`src/rtl/timer_task_table_macros.svh`:
```
// Assertion shorthands for the timer table RTL
`ifndef TIMER_TASK_TABLE_MACROS_SVH
`define TIMER_TASK_TABLE_MACROS_SVH

// Condition holds at every clock edge out of reset
`define TTT_ASSERT_ALWAYS(label, c, r, cond, msg) \
    label: assert property (@(posedge c) disable iff (!(r)) (cond)) \
        else $error(msg);

// Consequent holds in the same cycle as the antecedent
`define TTT_ASSERT_IMPLY(label, c, r, ante, cons, msg) \
    label: assert property (@(posedge c) disable iff (!(r)) (ante) |-> (cons)) \
        else $error(msg);

// Consequent holds in the cycle after the antecedent
`define TTT_ASSERT_NEXT(label, c, r, ante, cons, msg) \
    label: assert property (@(posedge c) disable iff (!(r)) (ante) |=> (cons)) \
        else $error(msg);

`endif

```
`src/rtl/ttt_pkg.sv`:
```
`timescale 1ns / 1ps
`default_nettype none

package ttt_pkg;

    typedef enum logic [2:0] {
        FUNC_RUN_AFTER      = 3'd0,
        FUNC_RUN_EVERY      = 3'd1,
        FUNC_RUN_NEXT_FRAME = 3'd2,
        FUNC_CANCEL         = 3'd3,
        FUNC_TICK           = 3'd4
    } func_t;

    typedef enum logic [1:0] {
        KIND_ID_ASSIGNED = 2'd0,
        KIND_CANCEL_DONE = 2'd1,
        KIND_FIRED       = 2'd2,
        KIND_TICK_IDLE   = 2'd3
    } kind_t;

    typedef enum logic [1:0] {
        ST_IDLE,
        ST_SWEEP,
        ST_FINISH
    } state_t;

    localparam int ID_W     = 32;
    localparam int REM_W    = 40;
    localparam int PERIOD_W = 31;

    localparam logic [REM_W-1:0]    REM_FLOOR       = {1'b1, {(REM_W-1){1'b0}}};
    localparam logic [PERIOD_W-1:0] MIN_PERIOD_RST  = 31'd10000;
    localparam logic [ID_W-1:0]     FIRST_ID        = 32'd1;

    // One table entry as held in the slot memory
    typedef struct packed {
        logic [ID_W-1:0]     id;
        logic [REM_W-1:0]    remaining;
        logic [PERIOD_W-1:0] period;
        logic                dead;
    } entry_t;

endpackage

`default_nettype wire

```
`src/rtl/ttt_cmd_if.sv`:
```
`timescale 1ns / 1ps
`default_nettype none

interface ttt_cmd_if;
    logic        valid;
    logic        ready;
    logic [2:0]  func;
    logic [31:0] delay_us;
    logic [31:0] cancel_id;
    logic [31:0] delta_us;

    modport source (output valid, func, delay_us, cancel_id, delta_us, input ready);
    modport sink   (input valid, func, delay_us, cancel_id, delta_us, output ready);
endinterface

`default_nettype wire

```
`src/rtl/ttt_evt_if.sv`:
```
`timescale 1ns / 1ps
`default_nettype none

interface ttt_evt_if;
    logic        valid;
    logic        ready;
    logic [1:0]  kind;
    logic [31:0] timer_id;
    logic        table_full;
    logic        last;

    modport source (output valid, kind, timer_id, table_full, last, input ready);
    modport sink   (input valid, kind, timer_id, table_full, last, output ready);
endinterface

`default_nettype wire

```
`src/rtl/ttt_ram.sv`:
```
`timescale 1ns / 1ps
`default_nettype none

module ttt_ram #(
    parameter int WIDTH = 8,
    parameter int DEPTH = 16
) (
    input  wire logic                     clk,
    input  wire logic                     wr_en,
    input  wire logic [$clog2(DEPTH)-1:0] wr_addr,
    input  wire logic [WIDTH-1:0]         wr_data,
    input  wire logic                     rd_en,
    input  wire logic [$clog2(DEPTH)-1:0] rd_addr,
    output logic      [WIDTH-1:0]         rd_data
);

    logic [WIDTH-1:0] mem [DEPTH];

    always_ff @(posedge clk)
    begin
        if (wr_en)
        begin
            mem[wr_addr] <= wr_data;
        end
        // read data holds while rd_en is low
        if (rd_en)
        begin
            rd_data <= mem[rd_addr];
        end
    end

endmodule

`default_nettype wire

```
`src/rtl/timer_task_table.sv`:
```
// Table of software timers held in one slot memory, times in whole microseconds.
// cmd channel: one operation per item (run_after, run_every, run_next_frame,
// cancel, tick). evt channel: result items; last marks the final one of an
// operation. cfg_we/cfg_wdata write the minimum period of periodic timers.
// An add passes through ST_FINISH, which loads its result into the output
// register once that register is free.
// Cancel and tick walk every entry below the fill count through the memory,
// one entry a cycle on its single read port while the walk is not halted.
// A tick rewrites survivors in place, packed towards slot 0, in the same pass.
// Fired ids are held one deep; a further firing while the output register is
// still full halts the walk until evt is taken.
// A new command is taken once the previous one has placed its last result in
// the output register, so one result may still wait on evt meanwhile.
// Reset empties the table, sets the next id to 1 and the minimum period to
// 10000; the memory itself is not cleared, entries past the fill count are
// never read.
`timescale 1ns / 1ps
`default_nettype none
`include "timer_task_table_macros.svh"

module timer_task_table #(
    parameter int NUM_SLOTS = 16
) (
    input  wire logic        clk,
    input  wire logic        rst_n,
    ttt_cmd_if.sink          cmd,
    ttt_evt_if.source        evt,
    input  wire logic        cfg_we,
    input  wire logic [30:0] cfg_wdata
);

    localparam int IDX_W = $clog2(NUM_SLOTS);
    localparam int CNT_W = $clog2(NUM_SLOTS + 1);

    ttt_pkg::state_t state_reg, state_next;

    logic [CNT_W-1:0]              count_reg;
    logic [IDX_W-1:0]              idx_reg;
    logic [CNT_W-1:0]              w_reg;
    logic [ttt_pkg::ID_W-1:0]      next_id_reg;
    logic [ttt_pkg::PERIOD_W-1:0]  min_period_reg;
    logic                          pend_valid_reg;
    logic                          evt_valid_reg;

    ttt_pkg::func_t                op_reg;
    logic [31:0]                   arg_reg;
    logic [ttt_pkg::ID_W-1:0]      pend_id_reg;
    ttt_pkg::kind_t                res_kind_reg;
    logic [ttt_pkg::ID_W-1:0]      res_id_reg;
    logic                          res_full_reg;
    ttt_pkg::kind_t                evt_kind_reg;
    logic [ttt_pkg::ID_W-1:0]      evt_id_reg;
    logic                          evt_full_reg;
    logic                          evt_last_reg;

    logic                          cmd_acc;
    logic                          out_free;
    logic                          is_add;
    logic                          is_sweep_op;
    logic                          room;
    logic [ttt_pkg::ID_W-1:0]      id_inc;
    logic [ttt_pkg::REM_W-1:0]     add_rem;
    logic [ttt_pkg::PERIOD_W-1:0]  add_period;
    logic [ttt_pkg::PERIOD_W-1:0]  min_eff;

    ttt_pkg::entry_t               entry_q;
    ttt_pkg::entry_t               wr_entry;
    logic                          wr_en;
    logic [IDX_W-1:0]              wr_addr;
    logic                          rd_en;
    logic [IDX_W-1:0]              rd_addr;

    logic [ttt_pkg::REM_W:0]       sub_w;
    logic [ttt_pkg::REM_W-1:0]     rem_sat;
    logic [ttt_pkg::REM_W-1:0]     rem_rearm;
    logic                          fires;
    logic                          keep;
    logic                          tick_op;
    logic                          live;
    logic                          stall;
    logic                          step_go;
    logic [CNT_W-1:0]              idx_plus;
    logic                          last_entry;
    logic                          emit_pend;
    logic                          emit_final;
    logic [CNT_W-1:0]              w_plus;

    assign cmd.ready = (state_reg == ttt_pkg::ST_IDLE);
    assign cmd_acc   = cmd.valid && cmd.ready;
    assign out_free  = !evt_valid_reg || evt.ready;

    assign evt.valid      = evt_valid_reg;
    assign evt.kind       = evt_kind_reg;
    assign evt.timer_id   = evt_id_reg;
    assign evt.table_full = evt_full_reg;
    assign evt.last       = evt_last_reg;

    ttt_ram #(
        .WIDTH ($bits(ttt_pkg::entry_t)),
        .DEPTH (NUM_SLOTS)
    ) u_slots (
        .clk     (clk),
        .wr_en   (wr_en),
        .wr_addr (wr_addr),
        .wr_data (wr_entry),
        .rd_en   (rd_en),
        .rd_addr (rd_addr),
        .rd_data (entry_q)
    );

    // Decode of the incoming command
    always_comb
    begin
        is_add      = (cmd.func == ttt_pkg::FUNC_RUN_AFTER) ||
                      (cmd.func == ttt_pkg::FUNC_RUN_EVERY) ||
                      (cmd.func == ttt_pkg::FUNC_RUN_NEXT_FRAME);
        is_sweep_op = (cmd.func == ttt_pkg::FUNC_CANCEL) ||
                      (cmd.func == ttt_pkg::FUNC_TICK);
        room        = count_reg < CNT_W'(NUM_SLOTS);
        id_inc      = next_id_reg + ttt_pkg::ID_W'(1);
        min_eff     = (min_period_reg == '0) ? ttt_pkg::PERIOD_W'(1) : min_period_reg;
        add_rem     = '0;
        add_period  = '0;
        case (cmd.func)
            ttt_pkg::FUNC_RUN_AFTER:
            begin
                // clamp a negative delay to zero
                add_rem = cmd.delay_us[31] ? '0 : {8'd0, cmd.delay_us};
            end
            ttt_pkg::FUNC_RUN_EVERY:
            begin
                if (cmd.delay_us[31] || (cmd.delay_us[30:0] < min_eff))
                begin
                    add_period = min_eff;
                end
                else
                begin
                    add_period = cmd.delay_us[30:0];
                end
                add_rem = {9'd0, add_period};
            end
            default:
            begin
                add_rem    = '0;
                add_period = '0;
            end
        endcase
    end

    // Per-entry tick arithmetic on the entry most recently read
    always_comb
    begin
        sub_w     = {entry_q.remaining[ttt_pkg::REM_W-1], entry_q.remaining}
                    - {9'd0, arg_reg};
        // saturate at the lowest signed 40-bit value
        rem_sat   = (sub_w[ttt_pkg::REM_W] && !sub_w[ttt_pkg::REM_W-1])
                    ? ttt_pkg::REM_FLOOR : sub_w[ttt_pkg::REM_W-1:0];
        fires     = rem_sat[ttt_pkg::REM_W-1] || (rem_sat == '0);
        rem_rearm = rem_sat + {9'd0, entry_q.period};
        keep      = !fires || (entry_q.period != '0);
    end

    // Sweep step control
    always_comb
    begin
        tick_op    = (op_reg == ttt_pkg::FUNC_TICK);
        live       = !entry_q.dead;
        stall      = tick_op && live && fires && pend_valid_reg && !out_free;
        step_go    = (state_reg == ttt_pkg::ST_SWEEP) && !stall;
        idx_plus   = CNT_W'(idx_reg) + CNT_W'(1);
        last_entry = idx_plus >= count_reg;
        w_plus     = w_reg + CNT_W'(1);
    end

    // Next state
    always_comb
    begin
        state_next = state_reg;
        case (state_reg)
            ttt_pkg::ST_IDLE:
            begin
                if (cmd_acc)
                begin
                    if (is_add)
                    begin
                        state_next = ttt_pkg::ST_FINISH;
                    end
                    else if (is_sweep_op)
                    begin
                        state_next = (count_reg == '0) ? ttt_pkg::ST_FINISH
                                                       : ttt_pkg::ST_SWEEP;
                    end
                end
            end
            ttt_pkg::ST_SWEEP:
            begin
                if (step_go && last_entry)
                begin
                    state_next = ttt_pkg::ST_FINISH;
                end
            end
            ttt_pkg::ST_FINISH:
            begin
                if (out_free)
                begin
                    state_next = ttt_pkg::ST_IDLE;
                end
            end
            default:
            begin
                state_next = ttt_pkg::ST_IDLE;
            end
        endcase
    end

    // Memory port and result-load controls
    always_comb
    begin
        wr_en      = 1'b0;
        wr_addr    = '0;
        wr_entry   = entry_q;
        rd_en      = 1'b0;
        rd_addr    = '0;
        emit_pend  = 1'b0;
        emit_final = 1'b0;
        case (state_reg)
            ttt_pkg::ST_IDLE:
            begin
                if (cmd_acc && is_add && room)
                begin
                    wr_en              = 1'b1;
                    wr_addr            = count_reg[IDX_W-1:0];
                    wr_entry.id        = next_id_reg;
                    wr_entry.remaining = add_rem;
                    wr_entry.period    = add_period;
                    wr_entry.dead      = 1'b0;
                end
                if (cmd_acc && is_sweep_op && (count_reg != '0))
                begin
                    rd_en = 1'b1;
                end
            end
            ttt_pkg::ST_SWEEP:
            begin
                if (step_go)
                begin
                    if (!last_entry)
                    begin
                        rd_en   = 1'b1;
                        rd_addr = idx_plus[IDX_W-1:0];
                    end
                    if (tick_op)
                    begin
                        // pack survivors down to the write pointer
                        if (live && keep)
                        begin
                            wr_en              = 1'b1;
                            wr_addr            = w_reg[IDX_W-1:0];
                            wr_entry.remaining = fires ? rem_rearm : rem_sat;
                            wr_entry.dead      = 1'b0;
                        end
                        emit_pend = live && fires && pend_valid_reg;
                    end
                    else if (entry_q.id == arg_reg)
                    begin
                        wr_en         = 1'b1;
                        wr_addr       = idx_reg;
                        wr_entry.dead = 1'b1;
                    end
                end
            end
            ttt_pkg::ST_FINISH:
            begin
                emit_final = out_free;
            end
            default:
            begin
                emit_final = 1'b0;
            end
        endcase
    end

    always_ff @(posedge clk or negedge rst_n)
    begin
        if (!rst_n)
        begin
            state_reg      <= ttt_pkg::ST_IDLE;
            count_reg      <= '0;
            idx_reg        <= '0;
            w_reg          <= '0;
            next_id_reg    <= ttt_pkg::FIRST_ID;
            min_period_reg <= ttt_pkg::MIN_PERIOD_RST;
            pend_valid_reg <= 1'b0;
            evt_valid_reg  <= 1'b0;
        end
        else
        begin
            state_reg <= state_next;
            if (cfg_we)
            begin
                min_period_reg <= cfg_wdata;
            end
            if (cmd_acc)
            begin
                idx_reg        <= '0;
                w_reg          <= '0;
                pend_valid_reg <= 1'b0;
                if (is_add && room)
                begin
                    count_reg   <= count_reg + CNT_W'(1);
                    // skip id zero on wrap
                    next_id_reg <= (id_inc == '0) ? ttt_pkg::FIRST_ID : id_inc;
                end
            end
            if (step_go)
            begin
                idx_reg <= idx_plus[IDX_W-1:0];
                if (tick_op)
                begin
                    if (live && keep)
                    begin
                        w_reg <= w_plus;
                    end
                    if (live && fires)
                    begin
                        pend_valid_reg <= 1'b1;
                    end
                    if (last_entry)
                    begin
                        count_reg <= (live && keep) ? w_plus : w_reg;
                    end
                end
            end
            if (emit_pend || emit_final)
            begin
                evt_valid_reg <= 1'b1;
            end
            else if (evt.ready)
            begin
                evt_valid_reg <= 1'b0;
            end
        end
    end

    always_ff @(posedge clk)
    begin
        if (cmd_acc)
        begin
            op_reg  <= ttt_pkg::func_t'(cmd.func);
            arg_reg <= (cmd.func == ttt_pkg::FUNC_CANCEL) ? cmd.cancel_id : cmd.delta_us;
            if (is_add)
            begin
                res_kind_reg <= ttt_pkg::KIND_ID_ASSIGNED;
                res_id_reg   <= room ? next_id_reg : '0;
                res_full_reg <= !room;
            end
            else
            begin
                res_kind_reg <= ttt_pkg::KIND_CANCEL_DONE;
                res_id_reg   <= '0;
                res_full_reg <= 1'b0;
            end
        end
        if (step_go && tick_op && live && fires)
        begin
            pend_id_reg <= entry_q.id;
        end
        if (emit_pend)
        begin
            evt_kind_reg <= ttt_pkg::KIND_FIRED;
            evt_id_reg   <= pend_id_reg;
            evt_full_reg <= 1'b0;
            evt_last_reg <= 1'b0;
        end
        else if (emit_final)
        begin
            evt_last_reg <= 1'b1;
            if (op_reg == ttt_pkg::FUNC_TICK)
            begin
                evt_kind_reg <= pend_valid_reg ? ttt_pkg::KIND_FIRED
                                               : ttt_pkg::KIND_TICK_IDLE;
                evt_id_reg   <= pend_valid_reg ? pend_id_reg : '0;
                evt_full_reg <= 1'b0;
            end
            else
            begin
                evt_kind_reg <= res_kind_reg;
                evt_id_reg   <= res_id_reg;
                evt_full_reg <= res_full_reg;
            end
        end
    end

    `TTT_ASSERT_ALWAYS(a_count_bound, clk, rst_n, count_reg <= CNT_W'(NUM_SLOTS), "fill count past table size")
    `TTT_ASSERT_ALWAYS(a_id_nonzero, clk, rst_n, next_id_reg != '0, "next id is zero")
    `TTT_ASSERT_IMPLY(a_pack_behind, clk, rst_n, state_reg == ttt_pkg::ST_SWEEP, w_reg <= CNT_W'(idx_reg), "pack pointer ahead of read index")
    `TTT_ASSERT_NEXT(a_add_count, clk, rst_n, cmd_acc && is_add && room, count_reg == $past(count_reg) + CNT_W'(1), "add did not grow the table")

endmodule

`default_nettype wire

```
`src/flat_wrapper.sv`:
```
// flat-port wrapper written by rule: the top's interface ports become plain ports
module timer_task_table_flat 
#(
    parameter int NUM_SLOTS = 16
)
  (clk, rst_n, cfg_we, cfg_wdata, cmd_valid, cmd_func, cmd_delay_us, cmd_cancel_id, cmd_delta_us, cmd_ready, evt_valid, evt_kind, evt_timer_id, evt_table_full, evt_last, evt_ready);
  ttt_cmd_if cmd_i ();
  ttt_evt_if evt_i ();
  input  wire logic clk;
  input  wire logic rst_n;
  input  wire logic cfg_we;
  input  wire logic [30:0] cfg_wdata;
  input wire logic [$bits(cmd_i.valid)-1:0] cmd_valid;
  input wire logic [$bits(cmd_i.func)-1:0] cmd_func;
  input wire logic [$bits(cmd_i.delay_us)-1:0] cmd_delay_us;
  input wire logic [$bits(cmd_i.cancel_id)-1:0] cmd_cancel_id;
  input wire logic [$bits(cmd_i.delta_us)-1:0] cmd_delta_us;
  output wire logic [$bits(cmd_i.ready)-1:0] cmd_ready;
  output wire logic [$bits(evt_i.valid)-1:0] evt_valid;
  output wire logic [$bits(evt_i.kind)-1:0] evt_kind;
  output wire logic [$bits(evt_i.timer_id)-1:0] evt_timer_id;
  output wire logic [$bits(evt_i.table_full)-1:0] evt_table_full;
  output wire logic [$bits(evt_i.last)-1:0] evt_last;
  input wire logic [$bits(evt_i.ready)-1:0] evt_ready;
  assign cmd_i.valid = cmd_valid;
  assign cmd_i.func = cmd_func;
  assign cmd_i.delay_us = cmd_delay_us;
  assign cmd_i.cancel_id = cmd_cancel_id;
  assign cmd_i.delta_us = cmd_delta_us;
  assign cmd_ready = cmd_i.ready;
  assign evt_valid = evt_i.valid;
  assign evt_kind = evt_i.kind;
  assign evt_timer_id = evt_i.timer_id;
  assign evt_table_full = evt_i.table_full;
  assign evt_last = evt_i.last;
  assign evt_i.ready = evt_ready;
  timer_task_table #(.NUM_SLOTS(NUM_SLOTS)) u_core (.clk(clk), .rst_n(rst_n), .cmd(cmd_i), .evt(evt_i), .cfg_we(cfg_we), .cfg_wdata(cfg_wdata));
endmodule
```
`config.mk`:
```
export PLATFORM = sky130hd
export DESIGN_NAME = timer_task_table_flat
export DESIGN_NICKNAME = d
export VERILOG_FILES = /design/src/rtl/ttt_pkg.sv /design/src/rtl/ttt_cmd_if.sv /design/src/rtl/ttt_evt_if.sv /design/src/rtl/ttt_ram.sv /design/src/rtl/timer_task_table.sv /design/src/flat_wrapper.sv
export VERILOG_INCLUDE_DIRS = /design/src /design/src/rtl
export SDC_FILE = /design/constraint.sdc
export NUM_CORES = 2
export LEC_CHECK = 0
export BUFFER_PORTS_ARGS = -buffer_cell sky130_fd_sc_hd__buf_4
export CORE_UTILIZATION = 38
export CTS_BUF_LIST = sky130_fd_sc_hd__clkbuf_4 sky130_fd_sc_hd__clkbuf_8
export CTS_CLUSTER_SIZE = 12
export DETAILED_ROUTE_END_ITERATION = 16
export SETUP_SLACK_MARGIN = 0.05
export SKIP_CTS_REPAIR_TIMING = 1
export SLEW_MARGIN = 30
export SYNTH_ARGS = -nofsm -noshare
export SYNTH_HDL_FRONTEND = slang
export SYNTH_HIERARCHICAL = 1
export SYNTH_SLANG_ARGS = --single-unit
```
`constraint.sdc`:
```
create_clock -name clk -period 26.4 [get_ports clk]
set_input_delay 5.28 -clock clk [delete_from_list [all_inputs] [get_ports clk]]
set_output_delay 5.28 -clock clk [all_outputs]
set_load 0.05 [all_outputs]
```
# After elaboration in Yosys (flattened, before gate mapping)
# Memory sizes are Yosys's and may differ from the RTL's. A register that Yosys moved wholly into a read port is not among the register bits.
# Cells that the tools add are included.
[word_totals] word_cells=167 in_bits=135 regBits=219 n_memories=1 ram_bits=1664 out_inout_bits=38
[op_classes] reduce_logical=48 addsub=6 mux=79 magnitude_cmp=3 eq_ne=12
[mem_list] memory="u_core.u_slots.mem" words=16 word_bits=104 rd=1 rd_clocked_by_memory_dff=1 wr=1 line="ttt_ram.sv:17" rtl="logic [WIDTH-1:0] mem [DEPTH];"
[ops] operator="two-way mux 32 bit" n=7
[ops] operator="two-way mux 40 bit" n=5
[ops] operator="case mux 40 bit (2 select lines)" n=2
[ops] operator="two-way mux 31 bit" n=5
[ops] operator="two-way mux 104 bit" n=1
[ops] operator="two-way mux 5 bit" n=10
[ops] operator="subtractor 40 x 33 -> 41 bit" n=1
[ops] operator="adder 40 x 31 -> 40 bit" n=1
[ops] operator="logical NOT 40 bit" n=1
[ops] operator="two-way mux 4 bit" n=10
[ops] operator="adder 32 x 1 -> 32 bit (second input constant)" n=1
[ops] operator="equality test 32 bit" n=1
[ops] operator="logical NOT 32 bit" n=1
[ops] operator="logical NOT 31 bit" n=1
[ops] operator="less-than comparator 31 bit" n=1
[ops] operator="nonzero test 31 bit" n=1
[ops] operator="two-way mux 1 bit" n=27
[ops] operator="logical AND 1 bit" n=19
[ops] operator="two-way mux 2 bit" n=7
[ops] operator="adder 5 x 1 -> 5 bit (second input constant)" n=2
[ops] operator="logical OR 1 bit" n=8
[ops] operator="case mux 4 bit (2 select lines)" n=1
[ops] operator="logical NOT 1 bit" n=7
[ops] operator="equality test 3 x 2 -> 1 bit (second input constant)" n=2
[ops] operator="other kinds (19)" n=26

# Depth between registers and ports, before layout
[depth] word_depth=15 ltp_mapped=28 ltp_nobuf=26

# By module
# The synthesis kept the hierarchy.
[by_module_without_submodules] module="ttt_ram" instances=1 seq_area_each_um2=53090.9 cells_per_inst=2662 area_per_inst_um2=65297.6
[by_module_without_submodules] module="timer_task_table" instances=1 seq_area_each_um2=6108.4 cells_per_inst=2162 area_per_inst_um2=17944.7

# Least setup slack after synthesis
# No wires, ideal clock.
[synth_path] path_type="input to register" from="input port cmd_valid" to="memory u_core/u_slots/mem[0][0] (netlist bit), enable pin" setup_slack_ns=10.640 stages=9 required_ns=25.706 arrival_time_ns=15.066 n_path_buf=2 setup_ns=0.694 cell_sequence="nand2_1 clkbuf_1 inv_1 nand3_1 clkbuf_1 nor2_1 a221o_1 or3b_2 nor3_1"
[synth_via] elab_cells_between_ends=9 cone_classes="mux: 6; reduce/logical: 3"
[synth_lines] item="from (decl)" line="flat_wrapper.sv:13" rtl="input wire logic [$bits(cmd_i.valid)-1:0] cmd_valid;"
[synth_lines] item="logical AND 1 bit" line="timer_task_table.sv:89" rtl="assign cmd_acc = cmd.valid && cmd.ready;"
[synth_lines] item="named net u_core.cmd_acc" line="timer_task_table.sv:56" rtl="logic cmd_acc;"
[synth_lines] item="logical AND 1 bit (2 in a row)" line="timer_task_table.sv:229" rtl="if (cmd_acc && is_add && room)"
[synth_lines] item="two-way mux 4 bit" line="timer_task_table.sv:229"
[synth_lines] item="case mux 4 bit (2 select lines)" line="timer_task_table.sv:226" rtl="case (state_reg)"
[synth_lines] item="named net u_core.wr_addr[2]" line="timer_task_table.sv:69" rtl="logic [IDX_W-1:0] wr_addr;"
[synth_lines] item="to (decl)" line="ttt_ram.sv:17"
# The timed path passes the listed nets, and every way through them passes these cells.

# Worst setup path after layout
[layout_path] from="input port evt_ready" to="register u_core.u_slots.rd_data[28] (read register of u_core.u_slots.mem), data pin"
[layout_via] elab_chain_cells=7 elab_cells_between_ends=9 cone_classes="mux: 4; reduce/logical: 5"
[layout_rtl] item="from (decl)" line="flat_wrapper.sv:24" rtl="input wire logic [$bits(evt_i.ready)-1:0] evt_ready;"
[layout_rtl] item="logical OR 1 bit" line="timer_task_table.sv:90" rtl="assign out_free = !evt_valid_reg || evt.ready;"
[layout_rtl] item="logical NOT 1 bit" line="timer_task_table.sv:168" rtl="stall = tick_op && live && fires && pend_valid_reg && !out_free;"
[layout_rtl] item="logical AND 1 bit" line="timer_task_table.sv:168"
[layout_rtl] item="logical NOT 1 bit" line="timer_task_table.sv:169" rtl="step_go = (state_reg == ttt_pkg::ST_SWEEP) && !stall;"
[layout_rtl] item="logical AND 1 bit" line="timer_task_table.sv:169"
[layout_rtl] item="two-way mux 4 bit" line="timer_task_table.sv:245" rtl="if (step_go)"
[layout_rtl] item="two-way mux 4 bit" line="timer_task_table.sv:226"
[layout_rtl] item="named net u_core.rd_addr[0]" line="timer_task_table.sv:71" rtl="logic [IDX_W-1:0] rd_addr;"
[layout_rtl] item="to (decl)" line="ttt_ram.sv:14" rtl="output logic [WIDTH-1:0] rd_data"
# The timed path passes the listed nets, and every way through them passes these cells.
# A chain may end at the register's enable or synchronous reset.

==> metrics.cfg <==
[outcome]
status = completed

[synthesis]
netlist_top_cells_area = edfxtp_1, mux4_2, dfrtp_1
yosys.area.top_type = edfxtp_1
synthSimpleGateAreaFrac_pct = 5.51
synth_top_area_share_pct = 68.6
synthArstFlopShare_pct = 4.08
synthMuxAreaShare_pct = 12.1
synth_edf_count = 1901
yosysUniqueCellTypes = 102
ys_seq_area_share_pct = 71.1
synth.cell_area_mm2 = 0.0832
ys.flop_type = edfxtp_1
synth_compound_area_share_pct = 6.39
yosysWarningCount = 6
synth-xor-area-share_pct = 1.38
synth_nets = 5059
synth_top_family_by_area = multiplexers
synthAdderAreaFrac_pct = 1.57
postSynthCellCount = 4824
syn_avg_cell_area_um2 = 17.3
synth_seq_cells = 1986

[floorplanning]
core_mm2 = 0.217
rows = 171
die_w_um = 470
die_h_um = 470
io_pins = 173
die-area_mm2 = 0.221
start_util_pct = 38.3

[global_routing]
antenna_found_initial = 5
grt_usage_pct = 20.8
grt-ovfl-total = 0
grt_pass1_wl_mm = 337
grt_pass1_vias = 48100
grt_start_max_net_pins = 94

[sta]
slew_headroom_pct = 32.7
fin_crit_sh_pct = 38.2
finalMaxSlewViolations = 0
rsz0062_at_grt = no
setup_viol = 0
worst_pin_slew_ns = 1.01
holdWs_ns = 0.499
fin_skew_ns = 0.116
hold_viol_final = 0
post-route-min-period_ns = 10.08
setup-tns-final_ns = 0
fmax_ghz = 0.0993

[place]
io_buffer_count = 172
placed_area_mm2 = 0.0883
dpl.hpwl_mm = 141
finalWeightedCongestion = 0.923

[routing]
vias_per_cell = 5.75
dr.pass1.iters = 6
wl_per_cell_um = 28.2
drt_wl_total_mm = 234
vias = 47700
drcViolationCount = 0
drt_iter0_drc = 5209
antenna_left = 0

[layout]
fin_area_mm2 = 0.0947
largest_register_ffs = 1664
syn2layout_area_growth_pct = 13.7
reg_top3 = u_core/u_slots/mem x1664, u_core/u_slots/rd_data x104
drive_gt1_share_pct = 25.3
regMostFlops = u_core/u_slots/mem
nFillCells = 19000
num-nets-final = 5441

[pwr]
power_per_cell_area_mw_per_mm2 = 115
p_int_uw = 7020
combPwrFrac_pct = 34.8
clockPowerShare_pct = 24.1
switching_power_uw = 3850
switching_share_pct = 35.4
ir_drop_mv = 0.0735
seqPwrFrac_pct = 41.2
p_leak_uw = 0.0314

[cts]
cts_root_buf = clkbuf_8
cts_tree = built
numCtsBuffers = 333
path_clk_slew_ns = 0.06
htreeDepth = 5
clock_latency_ns = 1.06
numClockSinks = 1986
cts.path.max_buffers = 4

[hold_path]
hold_start = u_core/evt.last
holdPathStages = 1
min-delay-path-class = flip-flop to flip-flop

[worst_setup_path]
crit_arrival_ns = 10.84
worstRegToRegCells = 22
r2r_start = u_core/arg_reg[4]
startpoint_type = input pin
crit_type = input pin to flip-flop
path_max_fanout = 41
crit_start = evt_ready
critical_path_required_ns = 27.16
critical_path.endpoint_type = flip-flop

[flow_run]
max_cap_viol_count = 0

-- metal layers --
layer  wire, um  track usage (%)  up-vias
met2     114000             34.2     2128
met4       7230             6.90        0
met3      17500             3.96      433
met1      95700             27.8    25000
li1           -                -    20200
met5          0                0        -
-- final cells by class --
class	count	area [um2]	area share [%]
diodes	5	12.5	0.0132
clock buffers	468	5680	6.00
clock inverters	98	559	0.591
inverters	98	368	0.389
multi-input cells	2479	22800	24.1
flip-flops and latches	1986	59200	62.5
well taps	2854	3570	3.77
repair buffers	308	2440	2.58
-- cell usage after synthesis, types with 17 or more instances --
cell	number
a21o_1	45
a21oi_1	147
a22oi_1	239
and2_1	20
and3_1	51
buf_1	18
buf_2	34
buf_6	25
clkbuf_1	175
dfrtp_1	75
edfxtp_1	1901
ha_1	98
inv_1	98
mux2_2	35
mux2i_1	26
mux4_2	416
nand2_1	443
nand2b_1	17
nand3_1	83
nand4_1	36
nor2_1	177
nor2b_1	18
nor3_1	40
nor4_1	29
o21ai_0	113
o21ai_1	26
xnor2_1	79
xor2_1	52
-- cell families after synthesis --
logic type | Yosys count
flip-flops | 1986
AND/OR/NAND/NOR | 989
AO/OA/AOI/OAI | 774
multiplexers | 481
buffers and inverters | 359
XOR/XNOR | 131
adder cells (fa/ha/maj) | 104
-- stage by stage --
step | power, uW | cells | worst slack (ns) | util (%)
after CTS | 10900 | 8290 | 16.23 | 43.5
after detailed placement | 8260 | 7724 | 15.10 | 40.6
final | 10900 | 8296 | 16.32 | 43.5
after global placement | 8200 | 7719 | 15.16 | 40.5
after floorplan | 7040 | 4824 | 10.64 | -
after global routing | 11300 | 8296 | 15.81 | 43.5
-- cells in the final DEF, fill, tap and decap left out, drive strengths merged, types with 45 or more instances in the layout --
master	n
o21ai	140
edfxtp	1901
inv	101
clkbuf	468
nand2	443
xnor2	79
buf	308
a21o	45
nor2	178
a21oi	151
mux4	416
nand3	83
dfrtp	75
and3	51
clkinv	85
xor2	52
a22oi	239
ha	98
-- worst paths after layout --
check / slack, ns / to
hold / removal: 0.50 / u_core/evt.last
hold reg to reg: 0.50 / u_core/evt.last
setup reg to reg: 16.77 / u_core/u_slots/rd_data[28]
max in group asynchronous: 20.99 / u_core/min_period_reg[19]
min in group asynchronous: 4.22 / u_core/evt.valid
setup / recovery: 16.32 / u_core/u_slots/rd_data[28]
-- power groups by stage --
stage	registers, uW	logic, uW	clock network (uW)
floorplan	4420	2630	0
global placement	4540	3660	0
detailed placement	4530	3720	0
CTS	4470	3740	2670
global route	4480	4070	2800
finish	4480	3780	2610
-- critical path, stage by stage --
cell and delay, ns:
buf_4 0.09, nor2b_1 0.08, nand2_1 0.11, nor3_1 0.07, a21o_1 0.30, or2_2 0.42
nor2_4 0.53, buf_4 0.74, buf_4 0.81, buf_4 0.67, buf_4 0.68, mux4_2 0.59
a22oi_1 0.21, nand2_1 0.09
No activity file was read; power rests on OpenSTA's default activity.
